[config.mk]
export PLATFORM = sky130hd
export DESIGN_NAME = cprl_ram
export DESIGN_NICKNAME = d
export VERILOG_FILES = /design/src/hw/rtl/cprl_ram.sv
export SDC_FILE = /design/constraint.sdc
export NUM_CORES = 1
export LEC_CHECK = 0
export BUFFER_PORTS_ARGS = -buffer_cell sky130_fd_sc_hd__buf_2
export CAP_MARGIN = 20
export CORE_MARGIN = 1.5
export CORE_UTILIZATION = 40
export DETAILED_ROUTE_END_ITERATION = 7
export SYNTH_ARGS = -nofsm -noshare
export SYNTH_HDL_FRONTEND = slang
export SYNTH_SLANG_ARGS = --single-unit
[constraint.sdc]
create_clock -name clk -period 2.9 [get_ports clk]
set_clock_uncertainty 0.1 [all_clocks]
set_input_delay 0.58 -clock clk [delete_from_list [all_inputs] [get_ports clk]]
set_output_delay 0.58 -clock clk [all_outputs]
set_load 0.01 [all_outputs]
[src/hw/rtl/cprl_ram.sv]
module cprl_ram #(
	parameter int WIDTH = 8,
	parameter int DEPTH = 16
) (
	input  logic                     clk,
	input  logic                     we,
	input  logic [$clog2(DEPTH)-1:0] waddr,
	input  logic [WIDTH-1:0]         wdata,
	input  logic                     re,
	input  logic [$clog2(DEPTH)-1:0] raddr,
	output logic [WIDTH-1:0]         rdata
);

	logic [WIDTH-1:0] mem_q [DEPTH];

	always_ff @(posedge clk) begin
		if (we) begin
			mem_q[waddr] <= wdata;
		end
		if (re) begin
			rdata <= mem_q[raddr];
		end
	end

endmodule

-- Word-level counts from Yosys, hierarchy flattened
Memory sizes are Yosys's and may differ from the RTL's. A register that Yosys moved wholly into a read port is not among the register bits.
Cells that the tools add are included.
- multiplexer cells: 2
- operators by type and width (cell ; number):
    $mux W1 ; 2
- memories kept: 1
- bits in writable memories: 128
- logic and storage cells: 3
- flip-flop bits (word level): 0
- memories (name ; words ; width ; rd ports ; clocked after memory_dff ; wr ports ; RTL line ; text):
    mem_q ; 16 ; 8 ; 1 ; 1 ; 1 ; 14 ; logic [WIDTH-1:0] mem_q [DEPTH];

-- Logic depth before layout (Yosys ltp)
Gate-level depths: netlist (run 1).
- depth after elaboration: 2
- gate-level depth with buffers: 5
- mapped depth without buffers: 3

-- Worst setup path after synthesis (run 1)
Ideal clock, no wire load.
- kind: input -> register
- from: input port waddr[2]
- to: memory mem_q[0][0] (enable)
- stages on the path: 2
- arrival time: 1.690 ns
- path slack: 0.727 ns
- path buffers: 0
- path through: or3b_2 nor3_1
- RTL lines (what ; RTL line ; text):
    start: declaration ; 7 ; input logic [$clog2(DEPTH)-1:0] waddr,
    end: declaration ; 14 ;
Straight into the memory's write port.

==> results of run 1 <==
[cell usage after synthesis]
master             n
edfxtp_1         136
mux4_2            18
a22oi_1           16
mux4_1            14
nor2_1            13
nand2_1            9
nor3_1             4
buf_2              3
buf_6              3
clkdlybuf4s25_2    3
nand2b_1           2
nand3b_1           2
and2_1             1
and2b_1            1
buf_4              1
nand3_1            1
nor2b_1            1
or3b_2             1
[layer usage]
metal,global-route usage (%),share of wire [%]
met4,5.94,2.0
met1,21.1,45
met5,0,0
met2,24.6,48
met3,4.72,5.2
[kinds of logic (layout without fill, tap and decap cells)]
logic type      after synthesis  in the layout
mux                          32             32
simple gates                 35             35
buf+inv                      10             78
flops                       136            136
compound gates               16             16
[through the flow]
stage	hold WS, ps	total power, mW	setup WS [ps]	std cells
after global routing	417	4.85	768	469
after global placement	630	2.47	382	437
after detailed placement	644	2.48	391	437
final	429	4.71	850	469
after CTS	408	4.75	830	469
after floorplan	579	2.38	727	229
[critical path, stage by stage]
cell     delay, ps
buf_2          370
buf_12         240
mux4_1         570
a22oi_1        260
nand2_1         70
[power breakdown]
part / leakage [nW] / switching (mW) / internal (mW)
combinational: 0.583 / 0.119 / 0.0853
sequential: 1.24 / 0.0107 / 2.22
clock: 0.300 / 0.759 / 1.52
total: 2.12 / 0.888 / 3.82
[layout make-up]
| class | instances | area share, % |
|---|---|---|
| tap | 172 | 3.42 |
| timing repair buffer | 46 | 4.66 |
| multi-input combinational | 83 | 16.8 |
| sequential | 136 | 65.0 |
| clock buffer | 20 | 6.95 |
| clock inverter | 12 | 3.18 |
[state kept, by name, summed over array words and instances, names as in the netlist]
register  cells
rdata         8
mem_q       128
[how the worst min path moves through the flow]
stage	depth (start not counted)	endpoint	startpoint
2_1_floorplan	0	mem_q[0][0]$_DFFE_PP_	wdata[0]
3_3_place_gp	3	rdata[5]$_DFFE_PP_	mem_q[11][5]$_DFFE_PP_
3_5_place_dp	3	rdata[5]$_DFFE_PP_	mem_q[13][5]$_DFFE_PP_
4_1_cts	1	rdata[7]$_DFFE_PP_	re
5_1_grt	1	rdata[1]$_DFFE_PP_	re
6_report	1	rdata[7]$_DFFE_PP_	re
[layout by cell type, fill, tap and decap left out]
master,count
edfxtp_1,136
buf_2,26
buf_4,19
mux4_2,18
clkbuf_16,17
a22oi_1,16
mux4_1,14
nor2_1,13
nand2_1,9
bufinv_16,5
nor3_1,4
clkinvlp_4,3
clkbuf_1,3
nand3b_1,2
nand2b_1,2
clkinv_2,2
clkinv_4,2
nor2b_1,1
and2_1,1
and2b_1,1
nand3_1,1
or3b_2,1
buf_12,1
==> impl_metrics.toml, run 1 <==
[outcome]
status = "finished clean"

[cells_and_area]
fin_area_sq_um = 6290
fillCellCount = 1030
multi_input_area_sq_um = 1060
synthToLayoutAreaGrowth_pct = 20.2
fin_util_pct = 49.6
layout-drive-gt1-share_pct = 31.6
antenna_cells = 0
nets = 303
seq_area_sq_um = 4080

[floorplanning]
die_h_um = 117
rows = 41
dieWidth_um = 117
die-area_sq_um = 13800
initial_utilization_pct = 41.3
core_sq_um = 12700
pin_count = 27

[clock_network]
cts_buffers = 17
cts_resized = 0
cts_hold_buf = 0
clkLatencyLatePin_ps = 410
cts.reportedPaths.clkPinSlew_ps = 60
cts-root-buf = "clkbuf_16"
cts_buffer_depth = 2
cts_tree = "done"
htree_levels = 4
clkSinkCount = 136
post_cts_buffers = 0

[logic_synthesis]
synth-seq-cells = 136
yosysSeqAreaShare_pct = 78.1
syn_area_sq_um = 5230
yosysWarnings = 0
syn-num-nets = 248
synth_top_family_by_area = "multiplexers"
synth.area.mux_share_pct = 14.8
synth-simple-area-share_pct = 3.14
netlist_instances = 229
syn_avg_cell_area_sq_um = 22.8
yosysTopAreaCellShare_pct = 78.1
synth_fa_ha_area_share_pct = 0
synth_compound_area_share_pct = 2.30
ys_types = 18
synth_xor_area_share_pct = 0
yosysTopAreaCell = "edfxtp_1"
synthTopCellsByArea = "edfxtp_1 78%, mux4_2 7.8%, mux4_1 7.0%, a22oi_1 2.3%, nor2_1 0.93%"

[sta]
slew_headroom_pct = 52.6
drv_slew = 0
fmax_mhz = 488
layout_min_cycle_time_ps = 2050
setup_viol = 0
finalHoldViolCount = 0
worst_pin_slew_ps = 709
rsz0062_at_grt = "no"
post-route-period-util_pct = 70.7
setup_tns_ps = 0

[placed_design]
io_buffer_count = 26
gp_congestion = 0.681
place_area_sq_um = 5650
dp_hpwl_mm = 6.49

[routing]
vias = 2456
drc = 0
drt-vias-per-instance = 5.24
wl_per_cell_um = 21.3
wirelength_mm = 9.98
ant_nets = 0
drt_iter0_drc = 175
first_pass_iters = 4

[setup_path]
worstReg2RegStart = "mem_q[3][4]$_DFFE_PP_"
crit_fanout = 16
reg2reg_to = "rdata[4]$_DFFE_PP_"
crit_path_start = "raddr[0]"
cp-endpoint = "rdata[3]$_DFFE_PP_"
ff2ff_path_depth = 3
path_class = "input pin to register"
r2r_slack_ps = 1260
start_kind = "input pin"
setup.worst_path.end_class = "register"
worst-endpoint-arrival_ps = 2100
required_ps = 2950

[global_route]
grt_pass1_wl_mm = 15.5
antenna_found_initial = 0
track_usage_pct = 15.8
gr-total-overflow = 0
grt_pass1_vias = 2574
grt_start_max_net_pins = 17

[pwr]
p_per_area_nw_per_um2 = 750
p_leak_nw = 2.12
ir_worst_vdd_v = 0.000400

[worst_hold_path]
hp-class = "input pin to register"

[flow_run]
cap_violations = 0
(Power assumes the default switching activity.)
==> run 2, diff against run 1 <==
==> constraint.sdc (replaced) <==
create_clock -name clk -period 2 [get_ports clk]
set_clock_uncertainty 0.1 [all_clocks]
set_input_delay 0.4 -clock clk [delete_from_list [all_inputs] [get_ports clk]]
set_output_delay 0.4 -clock clk [all_outputs]
set_load 0.01 [all_outputs]
==> run 2 against run 1 <==
  * Clock-buffer cell count shrank 3
  * Non-clock buffer count grew 6
  * First-iteration DRC count grew 59%
  * Final cell count grew 1.1%
  * Routed wire length grew 5.5%
  * Critical endpoint is now rdata[4]$_DFFE_PP_
  * Largest power group is now sequential cells
  * Highest routed layer unchanged
==> impl_metrics.toml, run 2 (same netlist as run 1, synthesis figures left out) <==
[outcome]
status = "finished clean"

[clock_network]
cts-root-buf = "clkbuf_16"
cts_resized = 0
htree_levels = 4
post_cts_buffers = 0
clkLatencyLatePin_ps = 410
cts_hold_buf = 0
clkSinkCount = 136
cts_buffers = 17
cts_tree = "done"
cts.reportedPaths.clkPinSlew_ps = 60
cts_buffer_depth = 2

[flow_run]
cap_violations = 0

[global_route]
antenna_found_initial = 0
track_usage_pct = 16.5
gr-total-overflow = 0
grt_pass1_vias = 2537
grt_start_max_net_pins = 26
grt_pass1_wl_mm = 15.8

[routing]
wirelength_mm = 10.5
drt_iter0_drc = 279
wl_per_cell_um = 22.2
drc = 0
first_pass_iters = 4
ant_nets = 0
drt-vias-per-instance = 5.24
vias = 2484

[cells_and_area]
synthToLayoutAreaGrowth_pct = 20.6
antenna_cells = 0
seq_area_sq_um = 4080
largest_reg_flops = 128
reg.largest.list = "mem_q x128, rdata x8"
final_cells = 474
regMostFlops = "mem_q"
fin_area_sq_um = 6300
multi_input_area_sq_um = 1060
fillCellCount = 1048
layout_commonest_cell = "edfxtp_1"
layout-drive-gt1-share_pct = 33.1
final_cell_mix = "136 x edfxtp_1, 26 x buf_2, 25 x buf_4"
nets = 309

[setup_path]
worst-endpoint-arrival_ps = 1790
start_kind = "input pin"
setup.worst_path.end_class = "register"
path_class = "input pin to register"
critical_path.max_stage_delay_ps = 610
cp_cell_sequence = "buf_2 -> buf_4 -> mux4_1 -> a22oi_1 -> nand2_1"
cpMaxStageDelayCell = "mux4_1"
required_ps = 2060
crit_fanout = 8

[sta]
setup_tns_ps = 0
setup_viol = 0
fmax_mhz = 578
rsz0062_at_grt = "no"
worst_pin_slew_ps = 418
layout_min_cycle_time_ps = 1730
drv_slew = 0
finalHoldViolCount = 0
slew_headroom_pct = 72.2
post-route-period-util_pct = 86.5

[placed_design]
placed_cells = 443
dp_hpwl_mm = 6.81
place_area_sq_um = 5690
io_buffer_count = 26
gp_congestion = 0.704

[pwr]
power_mw = 6.72
p_leak_nw = 2.14
ir_worst_vdd_v = 0.000625
p_per_area_nw_per_um2 = 1070

[floorplanning]
core_sq_um = 12700
initial_utilization_pct = 41.3
rows = 41
pin_count = 27
die_h_um = 117
dieWidth_um = 117
die-area_sq_um = 13800

[worst_hold_path]
hp-class = "input pin to register"
==> run 2: power by group <==
part | total, mW | switching (mW) | internal, mW
Sequential | 3.23 | 0.0167 | 3.21
Clock | 3.18 | 1.12 | 2.06
Combinational | 0.304 | 0.174 | 0.130
==> run 2: critical path, delay by kind of cell <==
kind / cells / cell delay [ps]
buffers and inverters: 2 / 460
muxes: 1 / 610
AOI/OAI and AO/OA: 1 / 250
and+or+nand+nor: 1 / 70
==> run 2: final cells by class <==
cell class | count | share of cell area (%)
flip-flops and latches | 136 | 64.8
multi-input cells | 83 | 16.8
clock inverters | 14 | 2.90
clock buffers | 17 | 6.75
repair buffers | 52 | 5.36
well taps | 172 | 3.41
==> run 2: metal layers <==
layer | track usage, % | vias up | part of all wire [%]
met4 | 6.94 | 0 | 1.0
li1 | - | 1103 | -
met1 | 22.2 | 1306 | 46
met2 | 25.1 | 65 | 48
met3 | 4.91 | 10 | 4.5
met5 | 0 | - | 0
==> run 2: final timing paths <==
path,startpoint,depth (start not counted),slack (ps),to
max,raddr[0],5,270,rdata[4]$_DFFE_PP_
min,wdata[2],1,260,mem_q[7][2]$_DFFE_PP_
max reg2reg,mem_q[2][0]$_DFFE_PP_,3,380,rdata[0]$_DFFE_PP_
min reg2reg,mem_q[12][0]$_DFFE_PP_,3,640,rdata[0]$_DFFE_PP_
==> run 2: per-stage QoR <==
step	hold WS [ps]	utilization [%]	setup WS, ps
floorplan	399	-	7.13
global placement	639	44.9	-163
detailed placement	641	44.9	-205
CTS	251	49.7	231
global route	251	49.7	194
finish	263	49.7	271
==> run 3, diff against run 2 <==
--- a/config.mk
+++ b/config.mk
@@ -10,6 +10,7 @@
 export CORE_MARGIN = 1.5
 export CORE_UTILIZATION = 40
 export DETAILED_ROUTE_END_ITERATION = 7
+export MAX_ROUTING_LAYER = met4
 export SYNTH_ARGS = -nofsm -noshare
 export SYNTH_HDL_FRONTEND = slang
 export SYNTH_SLANG_ARGS = --single-unit
==> constraint.sdc (replaced) <==
create_clock -name clk -period 2 [get_ports clk]
set_clock_uncertainty 0.1 [all_clocks]
set_input_delay 0 -clock clk [delete_from_list [all_inputs] [get_ports clk]]
set_output_delay 0 -clock clk [all_outputs]
set_load 0.01 [all_outputs]
==> run 3 against run 2 <==
  * Register-to-register slack got worse by 30 ps
  * Clock power up 2%
  * Die area unchanged
  * Combinational power rose by 3%
  * Via count up 0.40%
  * Setup slack improved by 80 ps
  * Global-route usage is 0.21 points lower
  * Critical path depth fell by 2
  * Hold slack lost 220 ps
  * Highest routed layer unchanged
==> impl_metrics.toml, run 3 (same netlist as run 1, synthesis figures left out) <==
[outcome]
status = "finished clean"

[routing]
drt-vias-per-instance = 5.21
drc = 0
wl_per_cell_um = 20.9
wirelength_mm = 10.0
drt_iter0_drc = 183
first_pass_iters = 4
vias = 2494
ant_nets = 0

[cells_and_area]
final_cell_mix = "136 x edfxtp_1, 26 x buf_2, 19 x buf_4"
fin_util_pct = 50.3
regMostFlops = "mem_q"
fin_area_sq_um = 6370
synthToLayoutAreaGrowth_pct = 21.9
largest_reg_flops = 128
final_cells = 479
nets = 313
reg.largest.list = "mem_q x128, rdata x8"
antenna_cells = 0
fillCellCount = 1042
layout-drive-gt1-share_pct = 29.3
layout_commonest_cell = "edfxtp_1"

[clock_network]
htree_levels = 4
cts_buffer_depth = 2
cts-root-buf = "clkbuf_16"
clkSinkCount = 136
clkLatencyLatePin_ps = 410
cts_tree = "done"
cts_buffers = 17
cts.reportedPaths.clkPinSlew_ps = 50

[floorplanning]
die_h_um = 117
pin_count = 27
core_sq_um = 12700
dieWidth_um = 117
die-area_sq_um = 13800
rows = 41
initial_utilization_pct = 41.3

[placed_design]
dp_hpwl_mm = 6.42
io_buffer_count = 26
gp_congestion = 0.762
placed_cells = 438
place_area_sq_um = 5670
pre_cts_ws_ps = 288

[setup_path]
cpMaxStageDelayCell = "mux4_1"
critical_path.max_stage_delay_ps = 500
path_delay_family = "multiplexers"
setup.worst_path.end_class = "register"
required_ps = 2050
worstReg2RegStart = "mem_q[2][2]$_DFFE_PP_"
ff2ff_path_depth = 3
start_kind = "register"
reg2reg_to = "rdata[2]$_DFFE_PP_"
worst-endpoint-arrival_ps = 1700
cp_cell_sequence = "mux4_1 -> a22oi_1 -> nand2_1"
crit_fanout = 1
path_class = "register to register"
r2r_slack_ps = 350
path_buf_inv = 0

[global_route]
grt_pass1_vias = 2621
grt_start_max_net_pins = 23
track_usage_pct = 16.3
antenna_found_initial = 0
grt_pass1_wl_mm = 15.6
gr-total-overflow = 0

[flow_run]
cap_violations = 0

[pwr]
p_leak_nw = 2.17
ir_worst_vdd_v = 0.000576
p_per_area_nw_per_um2 = 1060

[sta]
timing.final.ws_setup_ps = 351
finalHoldViolCount = 0
post-route-period-util_pct = 82.5
slew_headroom_pct = 49.0
fmax_mhz = 606
setup_tns_ps = 0
setup_viol = 0
worst_pin_slew_ps = 763
rsz0062_at_grt = "no"
layout_min_cycle_time_ps = 1650
drv_slew = 0

[worst_hold_path]
hold-path-endpoint = "mem_q[6][3]$_DFFE_PP_"
hp-class = "input pin to register"
min_from = "waddr[2]"
holdPathStages = 3
run 3: changes by cell type in the layout (fill, tap and decap cells not counted), sizes merged:
| cell | before | now |
|---|---|---|
| dlygate4sd3 | 0 | 9 |
| buf | 52 | 47 |
| clkinvlp | 3 | 0 |
| clkbuf | 17 | 19 |
| bufinv | 4 | 5 |
| clkinv | 7 | 8 |
run 3: metrics by stage:
stage               power, mW  hold WS, ps
finish                   6.78         40.8
CTS                      6.84         18.5
global route             6.99         33.7
detailed placement       3.59          276
floorplan                3.45        -1.13
global placement         3.58          279
run 3: worst min-delay path: stages:
cell	delay, ps
buf_2	110
nand3b_1	160
nor2_1	100
run 3: how the worst max path moves through the flow:
stage / from / endpoint / slack [ps] / depth (start not counted)
after detailed placement: raddr[0] / rdata[1]$_DFFE_PP_ / 290 / 5
after floorplan: waddr[2] / mem_q[0][0]$_DFFE_PP_ / 410 / 2
after global routing: mem_q[1][5]$_DFFE_PP_ / rdata[5]$_DFFE_PP_ / 310 / 3
after global placement: raddr[0] / rdata[2]$_DFFE_PP_ / 330 / 5
final: mem_q[2][2]$_DFFE_PP_ / rdata[2]$_DFFE_PP_ / 350 / 3
after CTS: mem_q[1][5]$_DFFE_PP_ / rdata[5]$_DFFE_PP_ / 350 / 3
run 3: metal layers:
metal	vias to the layer above	GRT usage, %	share of wire [%]
met2	65	24.7	49
met3	11	4.57	4.0
li1	1110	-	-
met1	1308	21.2	45
met5	-	-	0
met4	0	5.86	1.5
run 3: final cells by class:
cell class	instances	area (sq um)	area share (%)
tap	172	215	3.38
clock inverter	13	183	2.87
clock buffer	19	433	6.79
timing repair buffer	56	403	6.32
multi-input combinational	83	1060	16.6
sequential	136	4080	64.1
run 3: power by group:
part / switching, mW / total (mW) / internal, mW
Sequential: 0.0141 / 3.23 / 3.21
Clock: 1.06 / 3.24 / 2.18
Combinational: 0.174 / 0.313 / 0.139
run 3: repair_timing:
| item | CTS | global route |
|---|---|---|
| hold buffers | 9 | 0 |
| setup buffers | 0 | 0 |
| endpoints found under the hold margin | 136 | 0 |
| gates resized for setup | 0 | 0 |
